==> src/pfc_pkg.sv <==
// Shared constants and types for the Playfair digraph cipher.
package pfc_pkg;

  localparam int GRID_SIDE_DEF = 5;
  localparam int ALPHA         = 26;
  localparam int LET_W         = 5;
  localparam int CMD_W         = 3;

  localparam logic [LET_W-1:0] LET_I = 5'd8;
  localparam logic [LET_W-1:0] LET_J = 5'd9;
  localparam logic [LET_W-1:0] LET_X = 5'd23;

  typedef enum logic [CMD_W-1:0] {
    CMD_CLEAR  = 3'd0,
    CMD_KEY    = 3'd1,
    CMD_FINISH = 3'd2,
    CMD_PLAIN  = 3'd3,
    CMD_CIPHER = 3'd4
  } cmd_t;

  typedef enum logic [3:0] {
    ST_IDLE = 4'b0001,
    ST_LOOK = 4'b0010,
    ST_EMIT = 4'b0100,
    ST_FILL = 4'b1000
  } st_t;

endpackage

==> src/pfc_xform.sv <==
// Same-row, same-column and rectangle rules on a pair of square cells.
module pfc_xform
  import pfc_pkg::*;
#(
  parameter int GRID_SIDE = GRID_SIDE_DEF,
  parameter int CELL_W    = $clog2(GRID_SIDE * GRID_SIDE)
) (
  input  logic [CELL_W-1:0] pa,
  input  logic [CELL_W-1:0] pb,
  input  logic              dec,
  output logic [CELL_W-1:0] qa,
  output logic [CELL_W-1:0] qb
);

  localparam int ROW_W = $clog2(GRID_SIDE);
  localparam logic [ROW_W-1:0] LAST = ROW_W'(GRID_SIDE - 1);

  function automatic logic [ROW_W-1:0] row_of(input logic [CELL_W-1:0] p);
    logic [ROW_W-1:0] r;
    r = '0;
    for (int k = 1; k < GRID_SIDE; k++) begin
      if (p >= CELL_W'(k * GRID_SIDE)) begin
        r = ROW_W'(k);
      end
    end
    return r;
  endfunction

  function automatic logic [ROW_W-1:0] bump(input logic [ROW_W-1:0] v, input logic d);
    logic [ROW_W-1:0] w;
    if (d) begin
      w = (v == '0) ? LAST : v - ROW_W'(1);
    end else begin
      w = (v == LAST) ? '0 : v + ROW_W'(1);
    end
    return w;
  endfunction

  logic [ROW_W-1:0] r1, c1, r2, c2;
  logic [ROW_W-1:0] r1n, c1n, r2n, c2n;

  always_comb begin
    r1 = row_of(pa);
    r2 = row_of(pb);
    c1 = ROW_W'(pa - CELL_W'(r1 * GRID_SIDE));
    c2 = ROW_W'(pb - CELL_W'(r2 * GRID_SIDE));
    r1n = r1;
    r2n = r2;
    c1n = c1;
    c2n = c2;
    if (r1 == r2) begin
      c1n = bump(c1, dec);
      c2n = bump(c2, dec);
    end else if (c1 == c2) begin
      r1n = bump(r1, dec);
      r2n = bump(r2, dec);
    end else begin
      c1n = c2;
      c2n = c1;
    end
    qa = CELL_W'(r1n * GRID_SIDE) + CELL_W'(c1n);
    qb = CELL_W'(r2n * GRID_SIDE) + CELL_W'(c2n);
  end

endmodule

==> src/playfair_digraph_cipher.sv <==
// Top level of the Playfair digraph cipher with a streamed key square.
//
//   Channel | Direction | tdata             | tuser   | tlast
//   in_     | slave     | letter [4:0]      | cmd     | message_end
//   out_    | master    | out_letter [4:0]  | (none)  | run_end
//
// A key letter or clear command is handled on acceptance; a finish command walks the
// alphabet, one letter per cycle, placing each letter not yet in the square while it has room.
// A plaintext or cipher letter that completes a pair is looked up in two reads
// (letter-to-cell memory read, then square memory read), then the result slots
// are emitted one per cycle while the output is not stalled.
// Reset clears the letter-seen flags, the fill count and the pending letter.
// A stall on the output holds the sequencer; no new transaction is taken
// until all results of the current one are in the output register.
module playfair_digraph_cipher
  import pfc_pkg::*;
#(
  parameter int GRID_SIDE = GRID_SIDE_DEF
) (
  input  logic       clk,
  input  logic       rst_n,
  input  logic       in_tvalid,
  output logic       in_tready,
  input  logic [7:0] in_tdata,   // [4:0] letter, [7:5] zero
  input  logic [2:0] in_tuser,   // [2:0] cmd
  input  logic       in_tlast,
  output logic       out_tvalid,
  input  logic       out_tready,
  output logic [7:0] out_tdata,  // [4:0] out_letter, [7:5] zero
  output logic       out_tlast
);

  localparam int CELLS  = GRID_SIDE * GRID_SIDE;
  localparam int CELL_W = $clog2(CELLS);
  localparam int FILL_W = $clog2(CELLS + 1);

  st_t state_r, state_nxt;
  logic [ALPHA-1:0] seen_r, seen_nxt;
  logic [FILL_W-1:0] fill_r, fill_nxt;
  logic [LET_W-1:0] held_letter_r, held_letter_nxt;
  logic held_valid_r, held_valid_nxt;
  logic [LET_W-1:0] walk_r, walk_nxt;
  logic ha_r, ha_nxt, hb_r, hb_nxt;
  logic dec_r, dec_nxt, rep2_r, rep2_nxt;
  logic [1:0] k_r, k_nxt;
  logic out_tvalid_r, out_tvalid_nxt;
  logic [LET_W-1:0] out_letter_r, out_letter_nxt;
  logic out_last_r, out_last_nxt;

  logic [CELL_W-1:0] place_mem [ALPHA];
  logic [LET_W-1:0]  sq_mem [CELLS];
  logic [CELL_W-1:0] place_rd_a_r, place_rd_b_r;
  logic [LET_W-1:0]  sq_rd_a_r, sq_rd_b_r;

  logic in_fire, let_ok, in_end;
  logic [LET_W-1:0] in_let;
  logic pl_req, pl_ok, pl_en, pl_ij;
  logic [LET_W-1:0] pl_letter;
  logic rd_en, sq_rd_en, start;
  logic [LET_W-1:0] xa, xb;
  logic [LET_W:0] res_a, res_b;
  logic [CELL_W-1:0] pa, pb, qa, qb;
  logic out_free, present, last_step, is_last;
  logic [LET_W-1:0] cur_letter;

  function automatic logic [LET_W:0] resolve(input logic [LET_W-1:0] v,
                                             input logic [ALPHA-1:0] seen);
    logic [LET_W-1:0] a;
    logic h;
    if (v == LET_I || v == LET_J) begin
      a = seen[LET_I] ? LET_I : LET_J;
      h = seen[LET_I] | seen[LET_J];
    end else begin
      a = v;
      h = seen[v];
    end
    return {h, a};
  endfunction

  assign in_tready  = (state_r == ST_IDLE);
  assign in_fire    = in_tvalid & in_tready;
  assign in_let     = in_tdata[LET_W-1:0];
  assign in_end     = in_tlast;
  assign let_ok     = (in_let < LET_W'(ALPHA));
  assign out_tvalid = out_tvalid_r;
  assign out_tdata  = {3'b000, out_letter_r};
  assign out_tlast  = out_last_r;
  assign out_free   = ~out_tvalid_r | out_tready;

  assign pl_letter = (state_r == ST_FILL) ? walk_r : in_let;
  assign pl_ij     = (pl_letter == LET_I) || (pl_letter == LET_J);
  assign pl_ok     = (fill_r < FILL_W'(CELLS)) &&
                     (pl_ij ? !(seen_r[LET_I] | seen_r[LET_J]) : !seen_r[pl_letter]);
  assign pl_en     = pl_req & pl_ok;

  assign res_a = resolve(xa, seen_r);
  assign res_b = resolve(xb, seen_r);

  assign pa = ha_r ? place_rd_a_r : '0;
  assign pb = hb_r ? place_rd_b_r : '0;

  pfc_xform #(
    .GRID_SIDE(GRID_SIDE),
    .CELL_W   (CELL_W)
  ) u_xform (
    .pa (pa),
    .pb (pb),
    .dec(dec_r),
    .qa (qa),
    .qb (qb)
  );

  assign cur_letter = k_r[0] ? sq_rd_b_r : sq_rd_a_r;
  assign present    = ~dec_r | (cur_letter != LET_X);
  assign last_step  = dec_r ? (k_r == 2'd1) : (k_r == (rep2_r ? 2'd3 : 2'd1));
  assign is_last    = dec_r ? (k_r[0] | (sq_rd_b_r == LET_X)) : last_step;

  always_comb begin
    state_nxt       = state_r;
    seen_nxt        = seen_r;
    fill_nxt        = fill_r;
    held_letter_nxt = held_letter_r;
    held_valid_nxt  = held_valid_r;
    walk_nxt        = walk_r;
    ha_nxt          = ha_r;
    hb_nxt          = hb_r;
    dec_nxt         = dec_r;
    rep2_nxt        = rep2_r;
    k_nxt           = k_r;
    out_tvalid_nxt  = out_tvalid_r & ~out_tready;
    out_letter_nxt  = out_letter_r;
    out_last_nxt    = out_last_r;
    pl_req          = 1'b0;
    sq_rd_en        = 1'b0;
    start           = 1'b0;
    xa              = in_let;
    xb              = LET_X;
    case (state_r)
      ST_IDLE: begin
        if (in_fire) begin
          case (in_tuser)
            CMD_CLEAR: begin
              seen_nxt       = '0;
              fill_nxt       = '0;
              held_valid_nxt = 1'b0;
            end
            CMD_KEY: begin
              pl_req = let_ok;
            end
            CMD_FINISH: begin
              walk_nxt  = '0;
              state_nxt = ST_FILL;
            end
            CMD_PLAIN: begin
              if (let_ok) begin
                dec_nxt  = 1'b0;
                rep2_nxt = 1'b0;
                if (held_valid_r) begin
                  xa    = held_letter_r;
                  start = 1'b1;
                  if (held_letter_r == in_let) begin
                    xb             = LET_X;
                    rep2_nxt       = in_end;
                    held_valid_nxt = ~in_end;
                  end else begin
                    xb             = in_let;
                    held_valid_nxt = 1'b0;
                  end
                end else if (in_end) begin
                  xa    = in_let;
                  xb    = LET_X;
                  start = 1'b1;
                end else begin
                  held_letter_nxt = in_let;
                  held_valid_nxt  = 1'b1;
                end
              end
            end
            CMD_CIPHER: begin
              if (let_ok) begin
                dec_nxt  = 1'b1;
                rep2_nxt = 1'b0;
                if (held_valid_r) begin
                  xa             = held_letter_r;
                  xb             = in_let;
                  start          = 1'b1;
                  held_valid_nxt = 1'b0;
                end else if (!in_end) begin
                  held_letter_nxt = in_let;
                  held_valid_nxt  = 1'b1;
                end
              end
            end
            default: begin
            end
          endcase
          if (start) begin
            ha_nxt    = res_a[LET_W];
            hb_nxt    = res_b[LET_W];
            k_nxt     = '0;
            state_nxt = ST_LOOK;
          end
        end
      end
      ST_LOOK: begin
        sq_rd_en  = 1'b1;
        state_nxt = ST_EMIT;
      end
      ST_EMIT: begin
        if (!present || out_free) begin
          if (present) begin
            out_tvalid_nxt = 1'b1;
            out_letter_nxt = cur_letter;
            out_last_nxt   = is_last;
          end
          if (last_step) begin
            state_nxt = ST_IDLE;
          end else begin
            k_nxt = k_r + 2'd1;
          end
        end
      end
      ST_FILL: begin
        pl_req   = 1'b1;
        walk_nxt = walk_r + LET_W'(1);
        if (walk_r == LET_W'(ALPHA - 1)) begin
          state_nxt = ST_IDLE;
        end
      end
      default: begin
        state_nxt = ST_IDLE;
      end
    endcase
    if (pl_en) begin
      seen_nxt[pl_letter] = 1'b1;
      fill_nxt            = fill_r + FILL_W'(1);
    end
  end

  assign rd_en = start;

  always_ff @(posedge clk) begin
    if (!rst_n) begin
      state_r       <= ST_IDLE;
      seen_r        <= '0;
      fill_r        <= '0;
      held_letter_r <= '0;
      held_valid_r  <= 1'b0;
      out_tvalid_r  <= 1'b0;
    end else begin
      state_r       <= state_nxt;
      seen_r        <= seen_nxt;
      fill_r        <= fill_nxt;
      held_letter_r <= held_letter_nxt;
      held_valid_r  <= held_valid_nxt;
      out_tvalid_r  <= out_tvalid_nxt;
    end
  end

  always_ff @(posedge clk) begin
    walk_r       <= walk_nxt;
    ha_r         <= ha_nxt;
    hb_r         <= hb_nxt;
    dec_r        <= dec_nxt;
    rep2_r       <= rep2_nxt;
    k_r          <= k_nxt;
    out_letter_r <= out_letter_nxt;
    out_last_r   <= out_last_nxt;
  end

  always_ff @(posedge clk) begin
    if (pl_en) begin
      place_mem[pl_letter] <= fill_r[CELL_W-1:0];
    end
    if (rd_en) begin
      place_rd_a_r <= place_mem[res_a[LET_W-1:0]];
      place_rd_b_r <= place_mem[res_b[LET_W-1:0]];
    end
  end

  always_ff @(posedge clk) begin
    if (pl_en) begin
      sq_mem[fill_r[CELL_W-1:0]] <= pl_letter;
    end
    if (sq_rd_en) begin
      sq_rd_a_r <= sq_mem[qa];
      sq_rd_b_r <= sq_mem[qb];
    end
  end

endmodule

==> config.mk <==
export PLATFORM = sky130hd
export DESIGN_NAME = playfair_digraph_cipher
export DESIGN_NICKNAME = d
export VERILOG_FILES = /design/src/pfc_pkg.sv /design/src/pfc_xform.sv /design/src/playfair_digraph_cipher.sv
export SDC_FILE = /design/constraint.sdc
export NUM_CORES = 1
export LEC_CHECK = 0
export ABC_CLOCK_PERIOD_IN_PS = 6500
export BUFFER_PORTS_ARGS = -buffer_cell sky130_fd_sc_hd__buf_2
export CAP_MARGIN = 20
export CORE_MARGIN = 4
export CORE_UTILIZATION = 25
export CTS_BUF_LIST = sky130_fd_sc_hd__clkbuf_8
export CTS_CLUSTER_SIZE = 30
export DETAILED_ROUTE_END_ITERATION = 8
export PLACE_DENSITY = 0.49
export REMOVE_ABC_BUFFERS = 1
export SYNTH_ARGS = -nofsm -noshare
export SYNTH_HDL_FRONTEND = slang
export SYNTH_SLANG_ARGS = --single-unit
==> constraint.sdc <==
create_clock -name clk -period 6.5 [get_ports clk]
set_input_delay 1.3 -clock clk [delete_from_list [all_inputs] [get_ports clk]]
set_output_delay 1.3 -clock clk [all_outputs]
set_load 0.1 [all_outputs]
# Word level (Yosys, flattened, before mapping)
# Memories as Yosys holds them, arrays and structs flattened. A register that Yosys moved wholly into a read port is not among the register bits.
# Index checks and enable logic that the tools add are counted.
[op_classes]
n_lt_le_gt_ge = 14
bitwise = 13
addsub = 15
n_mul = 4
reduce_logical = 31
muxes = 118
eq_ne = 36
[op_table]
columns = ["operator", "n"]
rows = [
  ["two-way mux 5 bit", 24],
  ["two-way mux 26 bit", 4],
  ["two-way mux 3 bit", 22],
  ["two-way mux 1 bit", 40],
  ["== test 5 x 4 -> 1 bit, second input constant", 6],
  ["bitwise OR 26 bit", 1],
  ["two-way mux 4 bit", 6],
  ["greater-or-equal comparator 5 x 4 -> 1 bit, second input constant", 4],
  ["case mux 5 bit (2 select lines)", 2],
  ["AND reduction 5 bit", 4],
  ["< comparator 5 x 6 -> 1 bit, second input constant", 3],
  ["two-way mux 2 bit", 9],
  ["case mux 4 bit (4 select lines)", 1],
  ["binary-select mux 1 bit (select 5 bit)", 3],
  ["== test 3 bit, second input constant", 5],
  ["zero test 3 bit", 5],
  ["adder 3 x 1 -> 3 bit, second input constant", 4],
  ["AND reduction 3 bit", 4],
  ["nonzero test 2 bit", 6],
  ["subtractor 3 x 1 -> 3 bit, second input constant", 4],
  ["adder 5 x 1 -> 5 bit, second input constant", 2],
  ["adder 5 x 3 -> 5 bit", 2],
  ["== test 5 bit, second input constant", 2],
  ["greater-or-equal comparator 5 x 3 -> 1 bit, second input constant", 2],
  ["other kinds (34)", 66],
]
[totals]
out_inout_bits = 11
ram_bits = 255
reg_bits = 59
word_cells = 247
input_bits = 16
mem_count = 2
[memory_table]
columns = ["memory", "words", "word_bits", "rd", "rd_clocked_by_memory_dff", "wr", "line", "rtl"]
rows = [
  ["place_mem", 26, 5, 2, 2, 1, "playfair_digraph_cipher.sv:50", "logic [CELL_W-1:0] place_mem [ALPHA];"],
  ["sq_mem", 25, 5, 2, 2, 1, "playfair_digraph_cipher.sv:51", "logic [LET_W-1:0] sq_mem [CELLS];"],
]

# Logic depth before layout (Yosys ltp)
[depth]
depth_word = 13
ltp_mapped = 24
depth_no_buf = 21

# Cells and area by module
# Synthesis repeated with hierarchy kept, for this count alone.
[unflattened]
hier_cells = 1448
hier_area_um2 = 18616.6
[by_module_without_submodules]
columns = ["mod", "cells_each", "seq_area_each_um2", "area_per_inst_um2", "instances"]
rows = [
  ["playfair_digraph_cipher", 1277, 9609.2, 17199.0, 1],
  ["pfc_xform", 171, 0.0, 1417.6, 1],
]

# Worst setup path after synthesis
# Ideal clock, no wire load.
[synth_timing]
path_type = "flip-flop to flip-flop"
startpoint = "register place_rd_b_r[1], read port of place_mem"
endpoint = "register sq_rd_b_r[0], read port of sq_mem, data pin"
t_arrival_ns = 5.681
path_stages_with_launch = 21
slack_ns = 0.559
path_buffers = 2
synth_period_minus_slack_ns = 5.941
setup_ns = 0.260
required_ns = 6.240
path_cell_list = "edfxtp_1 nor2b_1 o31ai_1 a21oi_1 nand2_1 mux2_2 nand2_1 fa_1 xor2_1 xnor2_1 xnor2_1 and4_1 buf_6 mux2_4 ha_1 ha_1 inv_1 fa_1 buf_1 mux4_2 mux2_2"
[synth_between]
elab_chain_cells = 13
[synth_lines]
columns = ["item", "line", "rtl"]
rows = [
  ["start, declared", "playfair_digraph_cipher.sv:52", "logic [CELL_W-1:0] place_rd_a_r, place_rd_b_r;"],
  ["two-way mux 5 bit *", "playfair_digraph_cipher.sv:100", "assign pb = hb_r ? place_rd_b_r : '0;"],
  ["greater-or-equal comparator 5 x 3 -> 1 bit", "pfc_xform.sv:22", "if (p >= CELL_W'(k * GRID_SIDE)) begin"],
  ["two-way mux 1 bit", "pfc_xform.sv:22", ""],
  ["two-way mux 2 bit (2 in a row)", "pfc_xform.sv:22", ""],
  ["two-way mux 3 bit", "pfc_xform.sv:22", ""],
  ["multiplier 3 x 3 -> 3 bit (tied with other cells)", "pfc_xform.sv:46", "c2 = ROW_W'(pb - CELL_W'(r2 * GRID_SIDE));"],
  ["subtractor 3 bit (tied with other cells)", "pfc_xform.sv:46", ""],
  ["== test 3 bit (tied with other cells)", "pfc_xform.sv:54", "end else if (c1 == c2) begin"],
  ["two-way mux 3 bit, on equally long branches", "pfc_xform.sv:54, pfc_xform.sv:32, pfc_xform.sv:34", ""],
  ["two-way mux 3 bit, on equally long branches", "pfc_xform.sv:51, pfc_xform.sv:31", ""],
  ["multiplier 3 x 3 -> 5 bit / two-way mux 3 bit (equally long branches)", "pfc_xform.sv:62, pfc_xform.sv:51", ""],
  ["adder 5 x 3 -> 5 bit *", "pfc_xform.sv:62", "qb = CELL_W'(r2n * GRID_SIDE) + CELL_W'(c2n);"],
  ["end, declared", "playfair_digraph_cipher.sv:53", "logic [LET_W-1:0] sq_rd_a_r, sq_rd_b_r;"],
]
# Every way passes the cells marked *; elsewhere a longest branch is shown, timed or not.
# A chain may end at the register's enable or synchronous reset.

# Worst setup path after layout
[layout_timing]
startpoint = "register place_rd_a_r[1], read port of place_mem"
endpoint = "register sq_rd_b_r[2], read port of sq_mem, data pin"
[layout_between]
elab_chain_cells = 13
[layout_lines]
columns = ["item", "line", "rtl"]
rows = [
  ["start, declared", "playfair_digraph_cipher.sv:52", ""],
  ["two-way mux 5 bit *", "playfair_digraph_cipher.sv:99", "assign pa = ha_r ? place_rd_a_r : '0;"],
  ["greater-or-equal comparator 5 x 3 -> 1 bit", "pfc_xform.sv:22", ""],
  ["two-way mux 1 bit", "pfc_xform.sv:22", ""],
  ["two-way mux 2 bit (2 in a row)", "pfc_xform.sv:22", ""],
  ["two-way mux 3 bit", "pfc_xform.sv:22", ""],
  ["multiplier 3 x 3 -> 3 bit", "pfc_xform.sv:45", "c1 = ROW_W'(pa - CELL_W'(r1 * GRID_SIDE));"],
  ["subtractor 3 bit", "pfc_xform.sv:45", ""],
  ["== test 3 bit", "pfc_xform.sv:54", ""],
  ["two-way mux 3 bit", "pfc_xform.sv:54", ""],
  ["two-way mux 3 bit", "pfc_xform.sv:51", "if (r1 == r2) begin"],
  ["multiplier 3 x 3 -> 5 bit", "pfc_xform.sv:62", ""],
  ["adder 5 x 3 -> 5 bit *", "pfc_xform.sv:62", ""],
]
# Marked as above.

==> flow_metrics.py <==
metrics = {
    "synth": {
        "ys_warn_count": 0,
        "synth_top_family_by_area": "multiplexers",
        "synth_top_area_share_pct": 48.23,
        "synth.mux.area_fraction_pct": 18.42,
        "synth_area_per_cell_um2": 12.51,
        "synth_edf_count": 292,
        "synth-seq-cells": 334,
        "synth_cell_types": 95,
        "synth_compound_area_share_pct": 9.745,
        "synth_simple_gate_area_share_pct": 11.68,
        "syn_area_um2": 18180,
        "postSynth.asyncResetShare_pct": 0,
        "postSynthCellCount": 1453,
        "yosysTopAreaCell": "edfxtp_1",
        "synth-adder-area-share_pct": 2.643,
        "synth.top_cells.by_area": "edfxtp_1 (48%), mux4_2 (9.3%), mux2i_1 (6.3%), dfxtp_1 (4.6%), nand2_1 (3.7%)",
        "synth-xor-area-share_pct": 1.824,
        "synthFlopType": "edfxtp_1",
        "yosysSeqAreaShare_pct": 52.86,
    },
    "power": {
        "switchingPower_w": 0.001120,
        "p_clk_share_pct": 39.7,
        "power.leakage_nw": 6.947,
        "p_seq_share_pct": 50.9,
        "ir_worst_vdd_mv": 0.1340,
        "finalPower_w": 0.004574,
        "power_frac_comb_pct": 9.3,
        "switching_share_pct": 24.50,
        "internal_power_w": 0.003453,
        "p_per_area_nw_per_um2": 222.5,
    },
    "placement": {
        "gp_congestion": 0.8606,
        "place_ws_ps": 365.2,
        "post-place-cells": 2379,
        "placed_area_um2": 19470,
        "dp_hpwl_um": 36730,
        "io_buffers": 20,
    },
    "routing": {
        "vias": 12469,
        "route.met3.wl_um": 3444,
        "ant_nets": 0,
        "drc": 0,
        "routed_wl_um": 52410,
        "met2_length_um": 24000,
        "top_layer_used": "met4",
        "wl_per_cell_um": 21.10,
        "dr.pass1.iters": 5,
        "wl_met1_um": 23640,
        "first_iter_violations": 1002,
        "vias_per_cell": 5.020,
    },
    "cts": {
        "cts-resized-gates": 0,
        "cts_buffers": 53,
        "path_clk_slew_ps": 60,
        "post-cts-setup-buffer-count": 0,
        "clock_latency_ps": 640,
        "cts.hold.buffers_added": 0,
        "cts_tree": "done",
        "cts_root_buffer": "clkbuf_8",
        "clkSinkCount": 334,
        "clockBufferDepth": 3,
        "h-tree-depth": 2,
    },
    "cells_and_area": {
        "drive_gt1_share_pct": 18.64,
        "final_cell_area_um2": 20550,
        "area_growth_pct": 13.06,
        "final_cells": 2484,
        "final_nets": 1537,
    },
    "worst_setup_path": {
        "worstSetupStartpointType": "flop",
        "crit_required_ps": 6860,
        "endpoint_kind": "flop",
        "path_class": "flop to flop",
        "crit_fanout": 10,
        "arrival_ps": 6440,
    },
    "floorplanning": {
        "die_h_um": 277.7,
        "rows": 98,
        "die_w_um": 277.7,
        "start_util_pct": 25.34,
        "core-area_um2": 71730,
        "ios": 27,
        "die_area_um2": 77100,
    },
    "sta": {
        "clock_skew_ps": 65.40,
        "setup_tns_ps": 0,
        "setup_viol": 0,
        "setup_slack_ps": 416.9,
        "max_freq_mhz": 164.4,
        "fin_crit_ps": 6083,
        "tightestPinTransition_ps": 1207,
        "finalHoldViolations": 0,
        "rsz0062_at_grt": "no",
        "slew_viol_final": 0,
        "final.period_utilization_pct": 93.59,
        "maxSlewHeadroom_pct": 19.54,
    },
    "grt": {
        "antenna_found_initial": 6,
        "grt_max_degree": 39,
        "grt_usage_pct": 13.15,
        "grt_overflow": 0,
        "grt_pass1_vias": 12391,
        "grt_pass1_wl_um": 78510,
    },
    "outcome": {
        "status": "finished, final reports clean",
    },
    "flow_run": {
        "cap_violations": 0,
    },
    "worst_hold_path": {
        "hp-class": "flop to flop",
    },
}
-- cell families after synthesis --
logic type	after synthesis
AND/OR/NAND/NOR	439
flip-flops	334
AO/OA/AOI/OAI	262
multiplexers	232
buffers and inverters	115
adder cells (fa/ha/maj)	36
XOR/XNOR	34
other	1
-- final cells by class --
cell class / count / area [µm²]
Clock buffer: 56 / 770.7
Timing Repair Buffer: 59 / 450.4
Clock inverter: 43 / 292.8
Antenna cell: 5 / 12.51
Inverter: 31 / 116.4
Fill cell: 7348 / 51180
Tap cell: 950 / 1189
Multi-Input combinational cell: 1006 / 8114
Sequential cell: 334 / 9609
-- worst max-delay path, cell delays in order (launching register included) --
cell,delay (ps)
edfxtp_1,480
o21bai_1,170
a21boi_0,100
o31a_1,370
and2_1,210
mux2_2,230
nand2_1,60
fa_1,380
xor2_1,190
xnor2_2,320
xnor2_1,150
and4_1,470
mux2_4,390
ha_1,290
ha_1,300
inv_1,60
fa_1,560
buf_4,250
mux4_2,570
mux2_2,290
-- through the flow --
step	hold slack, ps	util [%]
after CTS	481.9	28.63
after global placement	473.0	27.14
after floorplan	447.8	-
final	479.0	28.66
after detailed placement	473.9	27.15
after global routing	517.3	28.64
-- power groups by stage --
stage / Sequential [W] / Combinational (W) / Clock, W
4_1_cts: 0.00233 / 0.000426 / 0.00187
6_report: 0.00233 / 0.000426 / 0.00182
5_1_grt: 0.00233 / 0.000456 / 0.00196
3_3_place_gp: 0.00238 / 0.000420 / 0
3_5_place_dp: 0.00238 / 0.000424 / 0
2_1_floorplan: 0.00237 / 0.000273 / 0
-- per-layer routing --
metal  global-route usage, %  vias to the layer above
met3                   2.289                       84
met5                       0                        -
met1                   18.31                     6250
li1                        -                     5691
met2                   21.05                      444
met4                   3.899                        0
-- worst paths after layout --
check / start / end / slack, ps / cells past startpoint
worst min-delay path: seen_r[10]$_SDFF_PN0_ / seen_r[10]$_SDFF_PN0_ / 480 / 2
worst max-delay path: place_rd_a_r[1]$_DFFE_PP_ / sq_rd_b_r[2]$_DFFE_PP_ / 420 / 19
worst max register to register: place_rd_a_r[1]$_DFFE_PP_ / sq_rd_b_r[2]$_DFFE_PP_ / 420 / 19
worst min register to register: seen_r[10]$_SDFF_PN0_ / seen_r[10]$_SDFF_PN0_ / 480 / 2
-- cells in the final DEF, fill, tap and decap left out, types with 8 or more instances in the layout --
master    netlist  routed
mux4_2         75      75
nand2_1       180     180
clkinv_2        0       8
clkinv_1        1      13
a21oi_1        56      56
o221ai_1        8       8
nor3_1         14      14
o21ai_0        58      58
mux2i_1       114     112
o21ai_1        15      15
buf_2          13      22
ha_1           32      30
clkbuf_8        0      56
a31oi_1        12      12
dfxtp_1        42      42
nor2b_1        19      19
or3_1           8       8
inv_1          28      44
xnor2_1        21      21
a211oi_1       18      18
nor2_1        108     108
mux2_2         32      33
edfxtp_1      292     292
a311oi_1        9       8
a221oi_1       13      13
xor2_1         10      10
nand3_1        41      41
buf_4          10      32
-- sequential cells by signal, indices dropped and copies added (netlist names) --
name           flops
place_mem        130
hb_r               1
state_r            4
seen_r            26
walk_r             5
dec_r              1
out_letter_r       5
sq_mem           125
place_rd_b_r       5
out_tlast          1
sq_rd_a_r          5
out_tvalid         1
fill_r             5
rep2_r             1
sq_rd_b_r          5
place_rd_a_r       5
held_valid_r       1
ha_r               1
k_r                2
held_letter_r      5
-- Yosys cell counts, drive strengths merged (10+ instances only) --
library cell    n
a211oi         19
a21oi          57
a221oi         13
a311oi         10
a31oi          12
buf            36
clkbuf         48
dfxtp          42
edfxtp        292
ha             32
inv            30
mux2           39
mux2i         118
mux4           75
nand2         180
nand3          41
nor2          110
nor2b          20
nor3           15
o21ai          73
xnor2          24
xor2           10
Note: power is estimated with default switching activity, not from simulation.
